`config.mk`:
```
export PLATFORM = sky130hd
export DESIGN_NAME = midi_sample_dump_encoder
export DESIGN_NICKNAME = d
export VERILOG_FILES = /design/src/hw/rtl/msde_pkg.sv /design/src/hw/rtl/midi_sample_dump_encoder.sv /design/src/hw/rtl/msde_front.sv /design/src/hw/rtl/msde_fifo.sv /design/src/hw/rtl/msde_back.sv
export VERILOG_INCLUDE_DIRS = /design/src /design/src/hw/rtl
export SDC_FILE = /design/constraint.sdc
export NUM_CORES = 1
export LEC_CHECK = 0
export ABC_AREA = 1
export BUFFER_PORTS_ARGS = -buffer_cell sky130_fd_sc_hd__buf_2
export CAP_MARGIN = 20
export CORE_UTILIZATION = 25
export CTS_BUF_LIST = sky130_fd_sc_hd__clkbuf_4
export CTS_CLUSTER_DIAMETER = 80
export DETAILED_ROUTE_END_ITERATION = 12
export PLACE_DENSITY = 0.38
export SYNTH_ARGS = -nofsm -noshare
export SYNTH_HDL_FRONTEND = slang
export SYNTH_SLANG_ARGS = --single-unit
```
`constraint.sdc`:
```
create_clock -name clk -period 6.6 [get_ports clk]
set_input_delay 0.66 -clock clk [delete_from_list [all_inputs] [get_ports clk]]
set_output_delay 0.66 -clock clk [all_outputs]
set_load 0.01 [all_outputs]
```
`src/hw/rtl/midi_sample_dump_encoder_assert.svh`:
```
// Assertion macros shared by the encoder's checking code.
`ifndef MIDI_SAMPLE_DUMP_ENCODER_ASSERT_SVH
`define MIDI_SAMPLE_DUMP_ENCODER_ASSERT_SVH

// The consequent must hold in the same cycle as the antecedent.
`define MSDE_ASSERT_IMP(lbl, ante, cons, msg) \
	lbl: assert property (@(posedge clk) disable iff (!arst_n) (ante) |-> (cons)) \
		else $error(msg);

// The consequent must hold in the cycle after the antecedent.
`define MSDE_ASSERT_NEXT(lbl, ante, cons, msg) \
	lbl: assert property (@(posedge clk) disable iff (!arst_n) (ante) |=> (cons)) \
		else $error(msg);

`endif

```
`src/hw/rtl/msde_pkg.sv`:
```
package msde_pkg;

	localparam int ADDR_W = 6;
	localparam int DATA_W = 64;
	localparam int FIFO_DEPTH = 4;

	localparam logic [1:0] CMD_START = 2'd0;
	localparam logic [1:0] CMD_SAMPLE = 2'd1;
	localparam logic [1:0] CMD_FLUSH = 2'd2;

	localparam logic [1:0] ST_OK = 2'd0;
	localparam logic [1:0] ST_BAD_CFG = 2'd1;
	localparam logic [1:0] ST_ORDER = 2'd2;

	localparam logic [2:0] REG_SLOT = 3'd0;
	localparam logic [2:0] REG_RATE = 3'd1;
	localparam logic [2:0] REG_COUNT = 3'd2;
	localparam logic [2:0] REG_LOOP_EN = 3'd3;
	localparam logic [2:0] REG_LOOP_START = 3'd4;
	localparam logic [2:0] REG_LOOP_END = 3'd5;
	localparam logic [2:0] REG_NAME = 3'd6;

	localparam logic [1:0] JOB_ERR = 2'd0;
	localparam logic [1:0] JOB_START = 2'd1;
	localparam logic [1:0] JOB_WORD = 2'd2;

	localparam logic [7:0] B_SOX = 8'hf0;
	localparam logic [7:0] B_EOX = 8'hf7;
	localparam logic [7:0] B_NONRT = 8'h7e;
	localparam logic [7:0] B_SPACE = 8'h20;
	localparam logic [29:0] PERIOD_NUM = 30'd1000000000;

	typedef struct packed {
		logic [1:0] command;
		logic signed [15:0] sample;
	} item_t;

	typedef struct packed {
		logic [7:0] out_byte;
		logic last;
		logic [1:0] status;
		logic dump_done;
	} result_t;

	typedef struct packed {
		logic [6:0] slot;
		logic [19:0] sample_rate_hz;
		logic [20:0] sample_count;
		logic loop_enable;
		logic [20:0] loop_start;
		logic [20:0] loop_end;
		logic [63:0] name_text;
	} cfg_t;

	typedef struct packed {
		logic [1:0] kind;
		logic [1:0] status;
		logic [20:0] word;
		logic open_pkt;
		logic close_pkt;
		logic done;
		logic [6:0] pkt_num;
	} job_t;

endpackage

```
`src/hw/rtl/midi_sample_dump_encoder.sv`:
```
// MIDI Sample Dump encoder. Commands enter through a queue-style port (push/full) and the
// byte stream leaves through another (empty/pop), one byte per result transaction, each
// tagged with last, status and dump_done. A front end takes one command per cycle while
// the job queue has room, checks it against the configuration and the dump state, and
// places a job in a four-entry queue. The back end takes each job from the queue in its
// idle state, then emits one byte per cycle into a single output register, stalling
// whenever that register still holds a result that has not been popped. A sample or flush
// yields 3 bytes, plus 5 when it opens a packet and 2 when it closes one. A valid start
// first runs the bit-serial divider that forms the period, then emits the 34 bytes of the
// header and name messages. An error result is a single byte. Commands are accepted while
// the back end works until the job queue is full. Configuration registers sit on the APB
// port at byte address 8*i with 64-bit data.
`include "midi_sample_dump_encoder_assert.svh"

module midi_sample_dump_encoder import msde_pkg::*; #(
	parameter int WORDS_PER_PACKET = 40,
	parameter int NAME_BYTES = 8,
	parameter int SLOT_COUNT = 64
) (
	input logic clk,
	input logic arst_n,
	input logic push,
	output logic full,
	input item_t item,
	output logic empty,
	input logic pop,
	output result_t result,
	input logic psel,
	input logic penable,
	input logic pwrite,
	input logic [ADDR_W-1:0] paddr,
	input logic [DATA_W-1:0] pwdata,
	output logic [DATA_W-1:0] prdata,
	output logic pready
);

	cfg_t cfg_q;
	logic job_push, fifo_full, job_valid, job_pop;
	job_t job_w, job_r;
	logic [2:0] reg_idx;

	assign pready = 1'b1;
	assign reg_idx = paddr[5:3];

	// Register writes complete on the access cycle of the transaction.
	always_ff @(posedge clk or negedge arst_n) begin
		if (!arst_n) begin
			cfg_q.slot <= '0;
			cfg_q.sample_rate_hz <= 20'd44100;
			cfg_q.sample_count <= '0;
			cfg_q.loop_enable <= 1'b0;
			cfg_q.loop_start <= '0;
			cfg_q.loop_end <= '0;
			cfg_q.name_text <= '0;
		end else if (psel && penable && pwrite) begin
			case (reg_idx)
				REG_SLOT: cfg_q.slot <= pwdata[6:0];
				REG_RATE: cfg_q.sample_rate_hz <= pwdata[19:0];
				REG_COUNT: cfg_q.sample_count <= pwdata[20:0];
				REG_LOOP_EN: cfg_q.loop_enable <= pwdata[0];
				REG_LOOP_START: cfg_q.loop_start <= pwdata[20:0];
				REG_LOOP_END: cfg_q.loop_end <= pwdata[20:0];
				REG_NAME: cfg_q.name_text <= pwdata;
				default: ;
			endcase
		end
	end

	always_comb begin
		case (reg_idx)
			REG_SLOT: prdata = {57'd0, cfg_q.slot};
			REG_RATE: prdata = {44'd0, cfg_q.sample_rate_hz};
			REG_COUNT: prdata = {43'd0, cfg_q.sample_count};
			REG_LOOP_EN: prdata = {63'd0, cfg_q.loop_enable};
			REG_LOOP_START: prdata = {43'd0, cfg_q.loop_start};
			REG_LOOP_END: prdata = {43'd0, cfg_q.loop_end};
			REG_NAME: prdata = cfg_q.name_text;
			default: prdata = '0;
		endcase
	end

	msde_front #(
		.WORDS_PER_PACKET(WORDS_PER_PACKET),
		.SLOT_COUNT(SLOT_COUNT)
	) u_front (
		.clk(clk),
		.arst_n(arst_n),
		.push(push),
		.item(item),
		.cfg(cfg_q),
		.fifo_full(fifo_full),
		.full(full),
		.job_push(job_push),
		.job(job_w)
	);

	msde_fifo u_fifo (
		.clk(clk),
		.arst_n(arst_n),
		.wr(job_push),
		.wdata(job_w),
		.rd(job_pop),
		.full(fifo_full),
		.valid(job_valid),
		.rdata(job_r)
	);

	msde_back #(
		.NAME_BYTES(NAME_BYTES)
	) u_back (
		.clk(clk),
		.arst_n(arst_n),
		.cfg(cfg_q),
		.job_valid(job_valid),
		.job_in(job_r),
		.job_pop(job_pop),
		.pop(pop),
		.empty(empty),
		.result(result)
	);

	// Error results are single bytes of zero, and the closing byte of a dump is 0xf7.
	`MSDE_ASSERT_IMP(a_err_single, !empty && result.status != ST_OK, result.last && result.out_byte == 8'h00, "error result malformed")
	`MSDE_ASSERT_IMP(a_done_eox, !empty && result.dump_done, result.last && result.out_byte == B_EOX, "dump_done not on closing byte")
	`MSDE_ASSERT_NEXT(a_no_drop, !empty && !pop, !empty && $stable(result), "waiting result changed")

endmodule

```
`src/hw/rtl/msde_front.sv`:
```
module msde_front import msde_pkg::*; #(
	parameter int WORDS_PER_PACKET = 40,
	parameter int SLOT_COUNT = 64
) (
	input logic clk,
	input logic arst_n,
	input logic push,
	input item_t item,
	input cfg_t cfg,
	input logic fifo_full,
	output logic full,
	output logic job_push,
	output job_t job
);

	localparam int WIP_W = $clog2(WORDS_PER_PACKET + 1);

	typedef enum logic [1:0] {PH_IDLE, PH_ERROR, PH_STREAM, PH_DONE} phase_t;

	phase_t phase_q, phase_d;
	logic [20:0] sent_q, sent_d;
	logic [WIP_W-1:0] wip_q, wip_d, wip_inc;
	logic [6:0] pkt_q, pkt_d;
	logic bad;

	assign full = fifo_full;
	assign job_push = push && !fifo_full;
	assign wip_inc = wip_q + 1'b1;

	always_comb begin
		bad = (cfg.sample_count == 21'd0) || ({1'b0, cfg.slot} >= 8'(SLOT_COUNT)) ||
			(cfg.sample_rate_hz == 20'd0);
		if (!bad && cfg.loop_enable) begin
			bad = (cfg.loop_start > cfg.loop_end) || (cfg.loop_end > cfg.sample_count);
		end
	end

	always_comb begin
		phase_d = phase_q;
		sent_d = sent_q;
		wip_d = wip_q;
		pkt_d = pkt_q;
		job = '0;
		job.kind = JOB_ERR;
		job.status = ST_ORDER;
		job.pkt_num = pkt_q;
		job.open_pkt = (wip_q == '0);
		if (item.command == CMD_START) begin
			sent_d = '0;
			wip_d = '0;
			pkt_d = '0;
			if (bad) begin
				phase_d = PH_ERROR;
				job.status = ST_BAD_CFG;
			end else begin
				phase_d = PH_STREAM;
				job.kind = JOB_START;
				job.status = ST_OK;
			end
		end else if (item.command != CMD_SAMPLE && item.command != CMD_FLUSH) begin
			job.status = ST_ORDER;
		end else if (phase_q == PH_ERROR) begin
			job.status = ST_BAD_CFG;
		end else if (phase_q != PH_STREAM) begin
			job.status = ST_ORDER;
		end else if ((item.command == CMD_SAMPLE) == (sent_q < cfg.sample_count)) begin
			job.kind = JOB_WORD;
			job.status = ST_OK;
			if (item.command == CMD_SAMPLE) begin
				sent_d = sent_q + 21'd1;
				job.word = {~item.sample[15], item.sample[14:0], 5'd0};
			end
			wip_d = wip_inc;
			if (wip_inc >= WIP_W'(WORDS_PER_PACKET)) begin
				job.close_pkt = 1'b1;
				wip_d = '0;
				pkt_d = pkt_q + 7'd1;
				if (sent_d >= cfg.sample_count) begin
					job.done = 1'b1;
					phase_d = PH_DONE;
				end
			end
		end
	end

	always_ff @(posedge clk or negedge arst_n) begin
		if (!arst_n) begin
			phase_q <= PH_IDLE;
			sent_q <= '0;
			wip_q <= '0;
			pkt_q <= '0;
		end else if (job_push) begin
			phase_q <= phase_d;
			sent_q <= sent_d;
			wip_q <= wip_d;
			pkt_q <= pkt_d;
		end
	end

endmodule

```
`src/hw/rtl/msde_fifo.sv`:
```
module msde_fifo import msde_pkg::*; (
	input logic clk,
	input logic arst_n,
	input logic wr,
	input job_t wdata,
	input logic rd,
	output logic full,
	output logic valid,
	output job_t rdata
);

	localparam int PTR_W = $clog2(FIFO_DEPTH);

	job_t mem_q [FIFO_DEPTH];
	logic [PTR_W-1:0] wptr_q, rptr_q;
	logic [PTR_W:0] cnt_q;
	logic do_wr, do_rd;

	assign full = (cnt_q == (PTR_W+1)'(FIFO_DEPTH));
	assign valid = (cnt_q != '0);
	assign rdata = mem_q[rptr_q];
	assign do_wr = wr && !full;
	assign do_rd = rd && valid;

	always_ff @(posedge clk) begin
		if (do_wr) begin
			mem_q[wptr_q] <= wdata;
		end
	end

	always_ff @(posedge clk or negedge arst_n) begin
		if (!arst_n) begin
			wptr_q <= '0;
			rptr_q <= '0;
			cnt_q <= '0;
		end else begin
			if (do_wr) begin
				wptr_q <= wptr_q + 1'b1;
			end
			if (do_rd) begin
				rptr_q <= rptr_q + 1'b1;
			end
			cnt_q <= cnt_q + (PTR_W+1)'(do_wr) - (PTR_W+1)'(do_rd);
		end
	end

endmodule

```
`src/hw/rtl/msde_back.sv`:
```
module msde_back import msde_pkg::*; #(
	parameter int NAME_BYTES = 8
) (
	input logic clk,
	input logic arst_n,
	input cfg_t cfg,
	input logic job_valid,
	input job_t job_in,
	output logic job_pop,
	input logic pop,
	output logic empty,
	output result_t result
);

	typedef enum logic [1:0] {B_IDLE, B_DIV, B_EMIT} bstate_t;

	bstate_t state_q;
	job_t job_q;
	logic [5:0] idx_q, end_q;
	logic [4:0] dcnt_q;
	logic [20:0] rem_q, quo_q;
	logic [20:0] rem_sh;
	logic [6:0] chk_q;
	logic out_valid_q;
	result_t out_q;
	logic slot_free, is_last, emit_now;
	logic [7:0] byte_v;
	logic [31:0] name_v;
	logic [20:0] ls, le;

	function automatic logic [31:0] name_chars(input logic [63:0] raw);
		logic [31:0] acc;
		logic [2:0] n;
		logic [7:0] c;
		acc = {4{B_SPACE}};
		n = 3'd0;
		for (int i = 0; i < NAME_BYTES; i++) begin
			c = raw[8*i +: 8];
			if (c >= 8'h20 && c <= 8'h7e && n < 3'd4) begin
				if (c >= 8'h61 && c <= 8'h7a) begin
					c = c - 8'h20;
				end
				acc[8*n[1:0] +: 8] = c;
				n = n + 3'd1;
			end
		end
		return acc;
	endfunction

	assign name_v = name_chars(cfg.name_text);
	assign ls = cfg.loop_enable ? cfg.loop_start : 21'd0;
	assign le = cfg.loop_enable ? cfg.loop_end : 21'd0;
	assign slot_free = !out_valid_q || pop;
	assign emit_now = (state_q == B_EMIT) && slot_free;
	assign is_last = (idx_q == end_q);
	assign rem_sh = {rem_q[19:0], PERIOD_NUM[dcnt_q]};
	assign job_pop = (state_q == B_IDLE) && job_valid;
	assign empty = !out_valid_q;
	assign result = out_q;

	always_comb begin
		byte_v = 8'h00;
		if (job_q.kind == JOB_START) begin
			case (idx_q)
				6'd0, 6'd21: byte_v = B_SOX;
				6'd1: byte_v = B_NONRT;
				6'd3: byte_v = 8'h01;
				6'd4, 6'd28: byte_v = {1'b0, cfg.slot};
				6'd6: byte_v = 8'h10;
				6'd7: byte_v = {1'b0, quo_q[6:0]};
				6'd8: byte_v = {1'b0, quo_q[13:7]};
				6'd9: byte_v = {1'b0, quo_q[20:14]};
				6'd10: byte_v = {1'b0, cfg.sample_count[6:0]};
				6'd11: byte_v = {1'b0, cfg.sample_count[13:7]};
				6'd12: byte_v = {1'b0, cfg.sample_count[20:14]};
				6'd13: byte_v = {1'b0, ls[6:0]};
				6'd14: byte_v = {1'b0, ls[13:7]};
				6'd15: byte_v = {1'b0, ls[20:14]};
				6'd16: byte_v = {1'b0, le[6:0]};
				6'd17: byte_v = {1'b0, le[13:7]};
				6'd18: byte_v = {1'b0, le[20:14]};
				6'd19: byte_v = cfg.loop_enable ? 8'h00 : 8'h7f;
				6'd20, 6'd33: byte_v = B_EOX;
				6'd23: byte_v = B_SPACE;
				6'd24: byte_v = 8'h3c;
				6'd25: byte_v = 8'h02;
				6'd27: byte_v = 8'h73;
				6'd29: byte_v = name_v[7:0];
				6'd30: byte_v = name_v[15:8];
				6'd31: byte_v = name_v[23:16];
				6'd32: byte_v = name_v[31:24];
				default: byte_v = 8'h00;
			endcase
		end else if (job_q.kind == JOB_WORD) begin
			case (idx_q)
				6'd0: byte_v = B_SOX;
				6'd1: byte_v = B_NONRT;
				6'd3: byte_v = 8'h02;
				6'd4: byte_v = {1'b0, job_q.pkt_num};
				6'd5: byte_v = {1'b0, job_q.word[20:14]};
				6'd6: byte_v = {1'b0, job_q.word[13:7]};
				6'd7: byte_v = {1'b0, job_q.word[6:0]};
				6'd8: byte_v = {1'b0, chk_q};
				6'd9: byte_v = B_EOX;
				default: byte_v = 8'h00;
			endcase
		end
	end

	always_ff @(posedge clk or negedge arst_n) begin
		if (!arst_n) begin
			state_q <= B_IDLE;
			out_valid_q <= 1'b0;
			idx_q <= '0;
			end_q <= '0;
			dcnt_q <= '0;
			chk_q <= '0;
			job_q <= '0;
			rem_q <= '0;
			quo_q <= '0;
			out_q <= '0;
		end else begin
			if (emit_now) begin
				out_valid_q <= 1'b1;
			end else if (pop && out_valid_q) begin
				out_valid_q <= 1'b0;
			end
			case (state_q)
				B_IDLE: begin
					if (job_valid) begin
						job_q <= job_in;
						if (job_in.kind == JOB_START) begin
							state_q <= B_DIV;
							dcnt_q <= 5'd29;
							rem_q <= '0;
							quo_q <= '0;
							idx_q <= 6'd0;
							end_q <= 6'd33;
						end else begin
							state_q <= B_EMIT;
							if (job_in.kind == JOB_WORD) begin
								idx_q <= job_in.open_pkt ? 6'd0 : 6'd5;
								end_q <= job_in.close_pkt ? 6'd9 : 6'd7;
							end else begin
								idx_q <= 6'd0;
								end_q <= 6'd0;
							end
						end
					end
				end
				B_DIV: begin
					if (rem_sh >= {1'b0, cfg.sample_rate_hz}) begin
						rem_q <= rem_sh - {1'b0, cfg.sample_rate_hz};
						quo_q <= {quo_q[19:0], 1'b1};
					end else begin
						rem_q <= rem_sh;
						quo_q <= {quo_q[19:0], 1'b0};
					end
					if (dcnt_q == 5'd0) begin
						state_q <= B_EMIT;
					end
					dcnt_q <= dcnt_q - 5'd1;
				end
				B_EMIT: begin
					if (slot_free) begin
						out_q.out_byte <= byte_v;
						out_q.last <= is_last;
						out_q.status <= job_q.status;
						out_q.dump_done <= (job_q.kind == JOB_WORD) && job_q.done && is_last;
						if (job_q.kind == JOB_WORD) begin
							if (idx_q == 6'd4) begin
								chk_q <= B_NONRT[6:0] ^ 7'h02 ^ job_q.pkt_num;
							end else if (idx_q >= 6'd5 && idx_q <= 6'd7) begin
								chk_q <= chk_q ^ byte_v[6:0];
							end
						end
						idx_q <= idx_q + 6'd1;
						if (is_last) begin
							state_q <= B_IDLE;
						end
					end
				end
				default: state_q <= B_IDLE;
			endcase
		end
	end

endmodule
```
# Word level (Yosys, flattened, before mapping)
# Memory sizes are Yosys's and may differ from the RTL's.
# Cells that the tools add are included.
[word_totals] register_bits=311 latch_bits=0 ram_bits=140 romBits=32 in_bits=95 out_inout_bits=79 word_cells=396 memories=2
[memory_table] memory="u_fifo.mem_q" words=4 width=35 read_ports=1 rd_ports_with_merged_regs=0 wr=1 line_no="msde_fifo.sv:14" text="job_t mem_q [FIFO_DEPTH];"
[memory_table] memory="(no name shown)" words=32 width=1 read_ports=1 rd_ports_with_merged_regs=0 wr=0 line_no="msde_back.sv:56" text="assign rem_sh = {rem_q[19:0], PERIOD_NUM[dcnt_q]};"
[op_classes] n_addsub=31 n_mul=0 n_div=0 n_lt_le_gt_ge=49 n_eq_ne=58 n_shift=14 mux=130 bitwise=3 reduce_logical=78
[op_table] op="one-hot mux 64 bit (7 select lines)" count=1
[op_table] op="2-to-1 mux 21 bit" count=20
[op_table] op="variable shift 8 x 34 -> 32 bit, first input constant" count=7
[op_table] op="variable part select 8 x 34 -> 32 bit" count=7
[op_table] op="bitwise mux 32 bit" count=7
[op_table] op="2-to-1 mux 32 bit" count=7
[op_table] op="one-hot mux 8 bit (27 select lines)" count=1
[op_table] op="negator 5 -> 34 bit" count=6
[op_table] op="2-to-1 mux 8 bit" count=18
[op_table] op="<= comparator 8 x 7 -> 1 bit, second input constant" count=16
[op_table] op="equality test 6 x 5 -> 1 bit, second input constant" count=14
[op_table] op="2-to-1 mux 6 bit" count=12
[op_table] op="one-hot mux 8 bit (9 select lines)" count=1
[op_table] op=">= comparator 8 x 6 -> 1 bit, second input constant" count=8
[op_table] op=">= comparator 8 x 7 -> 1 bit, second input constant" count=8
[op_table] op="subtractor 8 x 6 -> 8 bit, second input constant" count=8
[op_table] op="2-to-1 mux 7 bit" count=9
[op_table] op="2-to-1 mux 2 bit" count=25
[op_table] op="equality test 6 x 4 -> 1 bit, second input constant" count=8
[op_table] op="greater-than comparator 21 bit" count=2
[op_table] op="one-hot mux 21 bit (2 select lines)" count=1
[op_table] op="one-hot mux 20 bit (2 select lines)" count=1
[op_table] op="logical AND 1 bit" count=36
[op_table] op="negator 4 -> 34 bit" count=1
[op_table] op="other kinds (62)" count=139

# Longest topological paths before layout
# Gate-level depths: netlist of the first run.
[logic_depth] word_depth=32 mapped_depth=48 mapped_depth_nobuf=44

# Hierarchy
# Synthesis of the first run repeated with hierarchy kept, for this count alone.
[unflattened] hier_cells=4304 area_unflattened_um2=30862.1
[modules_own_cells] mod="msde_back" n_inst=1 cells_each=2129 area_per_inst_um2=12667.1 seq_area_each_um2=2777.7
[modules_own_cells] mod="midi_sample_dump_encoder" n_inst=1 cells_each=954 area_per_inst_um2=7465.9 seq_area_each_um2=3886.2
[modules_own_cells] mod="msde_fifo" n_inst=1 cells_each=502 area_per_inst_um2=5950.7 seq_area_each_um2=4379.2
[modules_own_cells] mod="msde_front" n_inst=1 cells_each=719 area_per_inst_um2=4778.3 seq_area_each_um2=900.9

# Least setup slack after synthesis of the first run
# Ideal clock, no wire load.
[synth_timing] path_kind="reg-to-reg" start="register cfg_q[6] in the netlist's numbering" end="register u_back.chk_q[5]" setup_time_ps=116 arrival_time_ps=6636 required_time_ps=6484 slack_ps=-153 path_stages_with_launch=40 path_buffers=4 period_less_slack_ps=6753 cell_sequence="dfrtp_1 -> inv_1 -> ha_1 -> nand3_1 -> o21ai_0 -> nand2_1 -> inv_1 -> ha_1 -> buf_2 -> nand3_4 -> nand2_4 -> ha_1 -> inv_1 -> nand3_1 -> o21ai_1 -> ha_1 -> o21ai_0 -> ha_1 -> [... 4 more ...] -> nand2_1 -> o21ai_1 -> inv_1 -> ha_1 -> clkbuf_1 -> inv_1 -> nor3_1 -> nand2_1 -> nand2_1 -> nand2_1 -> nor2_1 -> nor2_1 -> nand3_1 -> nand2_1 -> nand3_1 -> nand3_1 -> nand2_1 -> nand2_1"
[synth_via] elab_chain_len=30 elab_cells_between_ends=75 classes_between="13 x add/sub; 11 x order compare; 14 x shift; 27 x mux; 1 x bitwise; 9 x reduce/logical"
[synth_lines] element="start, declared" line_no="midi_sample_dump_encoder.sv:37" text="cfg_t cfg_q;"
[synth_lines] element=">= comparator 8 x 6 -> 1 bit or <= comparator 8 x 7 -> 1 bit (tied branches)" line_no="msde_back.sv:39" text="if (c >= 8'h20 && c <= 8'h7e && n < 3'd4) begin"
[synth_lines] element="logical AND 1 bit" line_no="msde_back.sv:39"
[synth_lines] element="2-to-1 mux 1 bit" line_no="msde_back.sv:39"
[synth_lines] element="less-than comparator 1 x 3 -> 1 bit" line_no="msde_back.sv:39"
[synth_lines] element="logical AND 1 bit" line_no="msde_back.sv:39"
[synth_lines] element="2-to-1 mux 3 bit" line_no="msde_back.sv:39"
[synth_lines] element="less-than comparator 3 bit" line_no="msde_back.sv:39"
[synth_lines] element="logical AND 1 bit" line_no="msde_back.sv:39"
[synth_lines] element="[... 14 more ...]"
[synth_lines] element="variable part select 8 x 34 -> 32 bit or variable shift 8 x 34 -> 32 bit (tied branches)" line_no="msde_back.sv:43" text="acc[8*n[1:0] +: 8] = c;"
[synth_lines] element="bitwise mux 32 bit" line_no="msde_back.sv:43"
[synth_lines] element="2-to-1 mux 32 bit *" line_no="msde_back.sv:39"
[synth_lines] element="one-hot mux 8 bit (27 select lines) *" line_no="msde_back.sv:64" text="case (idx_q)"
[synth_lines] element="2-to-1 mux 8 bit *" line_no="msde_back.sv:63" text="if (job_q.kind == JOB_START) begin"
[synth_lines] element="bitwise XOR 7 bit *" line_no="msde_back.sv:174" text="chk_q <= chk_q ^ byte_v[6:0];"
[synth_lines] element="2-to-1 mux 7 bit *" line_no="msde_back.sv:173" text="end else if (idx_q >= 6'd5 && idx_q <= 6'd7) begin"
[synth_lines] element="2-to-1 mux 7 bit *" line_no="msde_back.sv:171" text="if (idx_q == 6'd4) begin"
[synth_lines] element="end signal, assigned" line_no="msde_back.sv:172" text="chk_q <= B_NONRT[6:0] ^ 7'h02 ^ job_q.pkt_num;"
[synth_lines] element="end signal, assigned" line_no="msde_back.sv:174"
[synth_lines] element="end, declared" line_no="msde_back.sv:23" text="logic [6:0] chk_q;"
# Every way passes the cells marked *; elsewhere a longest branch is shown, timed or not. The select of a mux whose other input is x is not followed.
# A chain may end at the register's enable or synchronous reset.

# Final worst setup path of the first run
[layout_timing] start="register cfg_q[15] in the netlist's numbering" end="register u_back.chk_q[1]"
[layout_via] elab_chain_len=28 elab_cells_between_ends=71 classes_between="12 x add/sub; 10 x order compare; 13 x shift; 26 x mux; 1 x bitwise; 9 x reduce/logical"
[layout_lines] element=">= comparator 8 x 6 -> 1 bit or <= comparator 8 x 7 -> 1 bit (tied branches)" line_no="msde_back.sv:39"
[layout_lines] element="logical AND 1 bit (2 in a row)" line_no="msde_back.sv:39"
[layout_lines] element="2-to-1 mux 3 bit" line_no="msde_back.sv:39"
[layout_lines] element="less-than comparator 3 bit" line_no="msde_back.sv:39"
[layout_lines] element="logical AND 1 bit" line_no="msde_back.sv:39"
[layout_lines] element="2-to-1 mux 3 bit" line_no="msde_back.sv:39"
[layout_lines] element="less-than comparator 3 bit" line_no="msde_back.sv:39"
[layout_lines] element="logical AND 1 bit" line_no="msde_back.sv:39"
[layout_lines] element="[... 11 more ...]"
[layout_lines] element="variable part select 8 x 34 -> 32 bit or variable shift 8 x 34 -> 32 bit (tied branches)" line_no="msde_back.sv:43"
[layout_lines] element="bitwise mux 32 bit" line_no="msde_back.sv:43"
[layout_lines] element="2-to-1 mux 32 bit *" line_no="msde_back.sv:39"
[layout_lines] element="one-hot mux 8 bit (27 select lines) *" line_no="msde_back.sv:64"
[layout_lines] element="2-to-1 mux 8 bit *" line_no="msde_back.sv:63"
[layout_lines] element="bitwise XOR 7 bit *" line_no="msde_back.sv:174"
[layout_lines] element="2-to-1 mux 7 bit *" line_no="msde_back.sv:173"
[layout_lines] element="2-to-1 mux 7 bit *" line_no="msde_back.sv:171"
# Marks and branches as above.

==> run summary, run 1 <==
In this run the number of H-tree levels came out at 4. For the pin with the worst max-slew slack, the measured transition is a little over 1000 ps. The die outline area is between 100,000 and 150,000 µm². The first global-routing pass estimated roughly 160 mm of wire.

By area, the combinational part of the netlist is dominated by simple AND/OR/NAND/NOR gates. The setup path with the least slack is of type reg -> reg. The synthesized net count came out at around 4,000. The count of standard-cell rows is roughly 120. STA classifies the critical path endpoint as a flop. The proportion of synthesized chip area in sequential cells is between 40% and 50%. The required time reported for the critical path endpoint is 7520 ps. The remaining global-route overflow came out at 0.

The later-pin clock latency in the skew report is ~1100 ps. The startpoint of the most critical setup path is cfg_q[15]. The worst slack at placement is approximately 180 ps. The aggregate routed wire length came out at ~110 mm. Measured against the total synthesized area, the mux share comes to 0%. The setup slack after layout came out at 562 ps. The overall die width is 336 µm. Global routing used between 10% and 20% of the available tracks across all layers. Counting instances in the post-synthesis netlist gives the leading cell types as 816 x nand2_1, 472 x inv_1, 386 x nor2_1, 362 x o21ai_0, 298 x dfrtp_1. The run finished with clean final reports.

The root buffer cell chosen for the clock tree is clkbuf_4. At the end of routability-driven placement, the weighted congestion stood at around 0.88. Setup violations remaining at the end of the flow were counted as 0. The maximum achievable frequency is ~0.17 GHz. The largest delay contributor family on the critical path is simple AND/OR/NAND/NOR gates. After detailed routing, the number of vias per cell comes to roughly 4.8.

After layout, the worst path uses roughly 90% of the clock period. The number of buffer and inverter instances along the worst setup path is 7. The via count of the first global-routing pass is 26,200. By instance count, the leading cell after synthesis is nand2_1. Synthesis inferred 424 register bits.

The average cell area after synthesis is roughly 7.5 µm². The die span in y is ~340 µm. Along the worst path, the maximum fanout reaches 16. The slowest stage of the critical path is the ha_2 cell. In this run the worst hold path is classified as in -> async.

The count of port buffers added during placement came out at around 170. The remaining max-slew budget at the tightest pin is 31.2%. The number of cells on the critical path is 39. The detailed-route wire length per cell is between 15 and 20 µm. In the synthesized netlist the dominant register cell turns out to be dfrtp_1. After detailed routing, the number of remaining DRC violations is 0. The number of sinks on the clock net is approximately 420. The area share of fa/ha/maj cells after synthesis came out at roughly 8.4%. The worst-case IR drop observed on VDD is around 0.31 mV. The final period demand of the worst path came out at approximately 6000 ps. The post-synthesis instance total is between 3,000 and 4,000. The cell taking the most area after synthesis is dfrtp_1. The largest net degree at the start of global routing is 125. The buffer levels on the longest clock path came out at 3.

The worst register-to-register path ends at u_back.chk_q[1]. The number of hold-slack violations in the final timing report came out at 0. The clock transition time at the flip-flop clock pins of the worst setup and hold paths is 70 ps. The fraction of final layout cells sized beyond drive strength 1 came out at around an eighth. The layout has between 10,000 and 15,000 filler cells. The worst stage delay on the critical path came out at between 400 and 500 ps. The initial utilization of the core area, before any placement, comes to 25.2%.

The xor and xnor area share after synthesis is 1.26%. The remaining antenna violation count after routing is 0. STA classifies the critical path startpoint as a flop. The total area inside the core boundary comes to ~110,000 µm².

The summed instance area of the synthesized netlist is 27,800 µm². In this run the static leakage power is between 0.015 and 0.02 µW. The number of pins exceeding their max-slew limit in the final report is 0. By area the synthesized netlist is led by dfrtp_1 27%, edfxtp_1 13%, nand2_1 11%.

The capturing element of the worst setup path is u_back.chk_q[1]. The critical path data arrival time came out at between 6000 and 7000 ps. The share of the synthesized area in compound gates (AO/OA/AOI/OAI) is between 15 and 20%. TritonCTS created roughly 140 clock buffers. The total power is between 10,000 and 15,000 µW. For this block, the initial DRC count from the detailed router was between 1,500 and 2,000. The share of synthesized area in the top cell type comes to between 20 and 30%. The Yosys warning count came out at 0. Setup repair after global routing left no endpoint under its margin. For this block, the via count after detailed routing is around 27,000.

The growth of design area from synthesis to finish came out at 19.6%. The initial antenna violation count is 2. The number of synthesized flops with an enable pin came out at 120. Max-cap violations in this run came to 0. After Yosys synthesis, and, or, nand and nor cells account for between 20% and 30% of the synthesized area. The iteration count of the initial detailed-routing pass is 5.

The TritonCTS clock tree is built. Setup slack on the worst reg-to-reg path comes out at 560 ps. The count of pins on the block boundary is about 170. The clock arrives with 81.0 ps of skew. The most frequent cell on the critical path is nand2_1. The power density of the placed cells came out at approximately 450 nW/µm². In this run, distinct cell masters in the synthesized netlist total 60.

The share of synthesized flip-flops with an asynchronous set or reset is 71.7%. The worst register-to-register path begins at cfg_q[15]. The path depth of the worst reg2reg path is 39. The detailed placer's ending HPWL is 80.3 mm.

The final layout contains between 4,000 and 5,000 nets. The setup total negative slack came out at 0 ps.
[layer usage]
layer / routed length (µm) / GRT usage (%)
met1: 50200 / 25.4
met2: 50500 / 31.2
met3: 4730 / 3.21
met4: 3130 / 6.66
met5: 0 / 0
[flip-flops by register name (all words and copies together), names as in the netlist, 3 cells and up]
register / count
u_back.idx_q: 6
u_fifo.mem_q: 120
u_back.end_q: 4
u_back.result: 12
u_back.chk_q: 7
u_front.pkt_q: 7
u_back.rem_q: 20
u_back.dcnt_q: 5
u_front.wip_q: 6
u_front.sent_q: 21
u_fifo.cnt_q: 3
u_back.job_q: 28
u_back.quo_q: 21
cfg_q: 155
[area by class of cell]
cell class / count / area [µm²] / share of cell area (%)
repair buffers: 316 / 2200 / 6.60
flip-flops and latches: 424 / 11200 / 33.7
clock inverters: 43 / 263 / 0.789
multi-input cells: 2674 / 14400 / 43.2
diodes: 4 / 10.0 / 0.0301
clock buffers: 201 / 1510 / 4.53
inverters: 494 / 1850 / 5.57
well taps: 1488 / 1860 / 5.59
[cell usage in the layout, fill, tap and decap left out, types with 19 or more instances in the layout]
master,synthesis,layout
nand2_1,816,815
inv_1,472,471
nor2_1,386,377
o21ai_0,362,359
dfrtp_1,298,295
nand3_1,259,259
clkbuf_4,0,202
ha_1,183,181
buf_2,10,168
a21oi_1,158,158
edfxtp_1,120,120
o22ai_1,118,118
dlygate4sd3_1,0,85
nor3_1,69,68
nand4_1,65,65
buf_4,6,59
clkinv_1,11,38
xor2_1,30,30
a31oi_1,27,27
o221ai_1,23,23
nand2_2,18,19
[how the worst min path moves through the flow]
stage | from | end | slack [ps] | cells past startpoint
after floorplan | arst_n | cfg_q[0] | 360 | 0
after global placement | cfg_q[113] | cfg_q[113] | 470 | 2
after detailed placement | u_back.result[3] | u_back.result[3] | 470 | 2
after CTS | arst_n | cfg_q[29] | 50 | 2
after global routing | arst_n | cfg_q[30] | 100 | 2
final | arst_n | cfg_q[29] | 170 | 2
[cell families (layout without fill, tap and decap cells)]
| group | after synthesis | in the layout |
|---|---|---|
| fa+ha+maj | 185 | 185 |
| compound gates | 779 | 779 |
| other cells | 1 | 5 |
| flops | 424 | 424 |
| buf+inv | 613 | 1054 |
| xor+xnor | 40 | 40 |
| simple gates | 1669 | 1669 |
[power by group]
part / switching, µW / leakage [µW] / internal (µW)
Sequential: 546 / 0.00484 / 3470
Combinational: 5660 / 0.00951 / 2450
Clock: 1330 / 0.00105 / 1510
[stage by stage]
stage	cells	utilization, %	instance area (µm²)	hold WS [ps]
finish	5644	30.1	33300	172
global route	5644	30.1	33300	101
CTS	5639	30.1	33200	51.5
detailed placement	5310	27.7	30600	470
global placement	5309	27.7	30600	468
floorplan	3711	-	27800	364
[timing repair]
item | CTS | global route
endpoints found under the setup margin | 0 | 15
resized for setup | 0 | 14
setup buffers | 0 | 0
endpoints found under the hold margin | 284 | 0
hold buffers | 85 | 0
No activity file was read; power rests on OpenSTA's default activity.
==> run 2: changes to the inputs <==
--- a/config.mk
+++ b/config.mk
@@ -6,7 +6,6 @@
 export SDC_FILE = /design/constraint.sdc
 export NUM_CORES = 1
 export LEC_CHECK = 0
-export ABC_AREA = 1
 export BUFFER_PORTS_ARGS = -buffer_cell sky130_fd_sc_hd__buf_2
 export CAP_MARGIN = 20
 export CORE_UTILIZATION = 25
==> run 2 against run 1 <==
Final cell count is 12% lower. Die area shrank 0.19%. Synthesized area shrank 0.19%. Critical path type unchanged. Largest cell class unchanged. Combinational power is 1% lower. Largest power group unchanged. Sequential power fell by 2%. Wire length increased by 5.3%. Via count down 5.4%.
==> run summary, run 2 <==
The tree is rooted in a clkbuf_4. The number of synthesized flops with an enable pin came out at 120. The DRC violations left is 0. The maximum achievable frequency is approximately 0.16 GHz. The wire length of the first global-routing pass is between 150 and 200 mm.

The final layout contains routed wiring with a total length of ~110 mm. In this run the standard cell core region covers between 100,000 and 150,000 µm². The ratio of final minimum period to clock period came out at ~96%.

The leakage power is about 0.015 µW. TritonCTS built the clock tree. The die outline area came out at around 110,000 µm².

When the netlist entered floorplanning its net count stood at 3,207. The worst slack at placement is -744 ps. The number of hold-slack violations in the final timing report is 0. The overall fraction of global-route tracks in use came out at 20.3%. The critical path data arrival time came out at approximately 7300 ps. In this run the remaining antenna-violating nets after routing total 0. The average cell area after synthesis came out at around 9.5 µm². The library cells used most frequently in the layout, excluding fill and tap cells, are 361 x nand2_1, 297 x dfrtp_1, 224 x buf_4. Measured along the y axis, the die boundary spans between 300 and 400 µm. The via count came out at 25,500. The worst stage delay on the critical path is about 620 ps. The worst min-delay path class is in -> reg. The worst vdd rail ir drop came out at approximately 0.31 mV. The overall die width is 335 µm.

The count of pins on the block boundary is about 170. Counting instances in the post-synthesis netlist gives the leading cell types as 365 x nand2_1, 298 x dfrtp_1, 209 x o21ai_0, 183 x ha_1, 151 x inv_1. The area fraction of the dominant cell type after synthesis is approximately 27%. By area, the combinational part of the netlist is dominated by simple AND/OR/NAND/NOR gates. The sequential share of power is approximately 27%. The remaining global-route overflow is 0.

Of the synthesized area, sequential elements account for approximately two fifths. Ranked by flip-flop count, first place goes to cfg_q. The initial antenna violation count came out at 12. The max capacitance violation total is 0. Summing the areas of all compound-gate instances in the mapped netlist gives a little under a fifth of the synthesized area.

The area share of and/or/nand/nor cells after synthesis came out at 18.6%. Headroom to the max-slew limit came out at 23.1%. The number of library cell types mapped by synthesis is ~100. The largest driver fanout on the critical path is 4. STA classifies the critical path endpoint as a flop.

The clock transition time at the flip-flop clock pins of the worst setup and hold paths is ~60 ps. After layout, the design draws a total of 14,700 µW. The clock reaches the later pin of the worst-skew pair after 1070 ps. The number of sinks on the clock net came out at about 420. The final period demand of the worst path came out at around 6400 ps.

The area share of fa/ha/maj cells after synthesis came out at about 8.4%. Entering global routing, the biggest net connects between 90 and 100 pins. The maximum clock skew at final layout came out at 70.6 ps. STA puts the critical path data required time at roughly 7500 ps. The fraction of power consumed by the clock network came out at roughly a fifth. The H-tree depth is 4.

Clock tree synthesis inserted a total of 130 buffers. The Yosys warning count came out at 0. After legalization and detailed placement, the total HPWL measured about 85 mm. The number of design-rule violations left by the first detailed-router iteration is 1,918. The setup violation total in the final timing report came out at 0.

For this run, the leading register cell type out of synthesis is dfrtp_1. The detailed-route wire length per cell is roughly 23 µm. The first detailed-routing pass ran for 5 iterations. By area the synthesized netlist is led by dfrtp_1 27%, edfxtp_1 13%, ha_1 8.2%. The fraction of final layout cells sized beyond drive strength 1 came out at between 20% and 30%. The xor and xnor area share after synthesis is about 1.7%. Leaving out fill and tap cells, the most frequent cell in the layout is nand2_1.

The clock passes through at most 3 buffers. The growth of design area from synthesis to finish came out at 25.2%. The critical path is of the reg -> reg type. Fill cells in the final layout number 11,400. The number of pins exceeding their max-slew limit in the final report was 0.

The setup slack after layout came out at between 200 and 250 ps. The via count of the first global-routing pass is between 20,000 and 30,000. The via count normalized by instance count is ~5. Power spread over the standard cell area amounts to between 400 and 500 nW/µm². The initial core utilization is between 20% and 30%.

The reported net switching power is 6660 µW. The worst setup path is launched from a flop. The portion of total power attributed to combinational logic is a little over half. Port buffering added around 170 buffers. Of all cell types, the one taking the most synthesized area is dfrtp_1. The final estimated routing congestion in global placement is 0.907. The flop and latch count out of synthesis came out at between 400 and 500. The portion of synthesized area spent on multiplexers is 7.86%. The summed instance area of the synthesized netlist is roughly 28,000 µm². Counting flops with an async set or reset pin after synthesis yields a share of a little under three quarters. At the pin with the least slew margin, the transition time is around 1200 ps. The flow ran to the end, and the final reports show no timing, DRC or antenna violations.

The cell with the most instances after synthesis is nand2_1. The slowest stage cell on the critical path is or4_4. Row generation in the floorplan step produced approximately 120 rows.

The post-synthesis instance total came out at 2,927. The flip-flop count of the largest register after layout is around 160. Net switching is 45.2% of the power. Internal power comes to 8070 µW.

The largest registers in the layout are cfg_q: 155 flops, u_fifo.mem_q: 120 flops, u_back.job_q: 28 flops. The final net count is about 3,700. The most frequent cell on the critical path is ha_4.
[run 2: cell count changes after synthesis, sizes merged, moves of 83 or more]
| cell | before | now |
|---|---|---|
| nor2 | 401 | 121 |
| inv | 483 | 154 |
| nand3 | 271 | 74 |
| o22ai | 118 | 20 |
| o21ai | 373 | 215 |
| and3 | 0 | 83 |
| nand2 | 840 | 366 |
[run 2: worst paths after layout]
kind                            startpoint  depth (start not counted)                 end  slack, ps
min in group asynchronous           arst_n                          2           cfg_q[30]        260
hold reg to reg            u_back.job_q[1]                          2     u_back.job_q[1]        480
hold / removal                        push                          3    u_fifo.wptr_q[0]        180
max in group asynchronous           arst_n                          3  u_front.sent_q[18]       4870
setup / recovery                 cfg_q[13]                         32     u_back.chk_q[3]        250
setup reg to reg                 cfg_q[13]                         32     u_back.chk_q[3]        250
[run 2: timing repair]
action | in CTS | in global routing
pin swaps | 16 | 33
hold endpoints to repair | 283 | 0
buffers inserted | 8 | 11
hold buffers | 82 | 0
setup endpoints to repair | 14 | 13
resized for setup | 28 | 68
[run 2: critical path, delay by kind of cell, from the launching register on]
| kind | cells | cell delay (ps) |
|---|---|---|
| and+or+nand+nor | 14 | 2520 |
| buffers and inverters | 4 | 410 |
| DFF | 1 | 420 |
| AOI/OAI and AO/OA | 7 | 1210 |
| adders and majority gates | 6 | 1460 |
| muxes | 1 | 190 |
[run 2: through the flow]
| stage | instance area [µm²] | hold WS [ps] | util, % | cells | TNS (ps) |
|---|---|---|---|---|---|
| after floorplan | 27900 | 364 | - | 2927 | 0 |
| after global placement | 31600 | 461 | 28.8 | 4616 | -4370 |
| after detailed placement | 31600 | 464 | 28.8 | 4617 | -5430 |
| after CTS | 34300 | 57.0 | 31.4 | 4938 | 0 |
| after global routing | 34800 | 112 | 31.8 | 4955 | -39.4 |
| final | 34800 | 183 | 31.8 | 4957 | 0 |
[run 2: per-layer routing]
layer	track usage (%)	routed length [µm]	share of wire, %
met5	0	65	0.057
met4	8.11	4010	3.5
met3	3.31	4770	4.2
met2	34.1	54900	48
met1	25.7	50600	44
[run 2: area by class of cell]
class                   count  area (µm²)  share of cell area, %
inverters                 155         589                   1.69
well taps                1476        1850                   5.31
repair buffers            484        3490                   10.0
flip-flops and latches    424       11200                   32.3
clock inverters            31         231                  0.665
clock buffers             200        1500                   4.32
multi-input cells        2180       15900                   45.7
diodes                      7        17.5                 0.0504
[run 2: cell families (layout without fill, tap and decap cells)]
logic type / Yosys count / in the layout
XOR/XNOR: 53 / 53
buffers and inverters: 323 / 870
multiplexers: 167 / 167
adder cells (fa/ha/maj): 185 / 185
AO/OA/AOI/OAI: 755 / 755
flip-flops: 424 / 424
AND/OR/NAND/NOR: 1019 / 1019
other: 1 / 8
[run 2: power by group through the flow]
stage | clock network [µW] | registers [µW] | logic [µW]
2_1_floorplan | 0 | 3690 | 4290
3_5_place_dp | 0 | 3990 | 7370
5_1_grt | 3050 | 4010 | 8720
4_1_cts | 2920 | 3940 | 7640
3_3_place_gp | 0 | 3970 | 7330
6_report | 2790 | 3940 | 8000
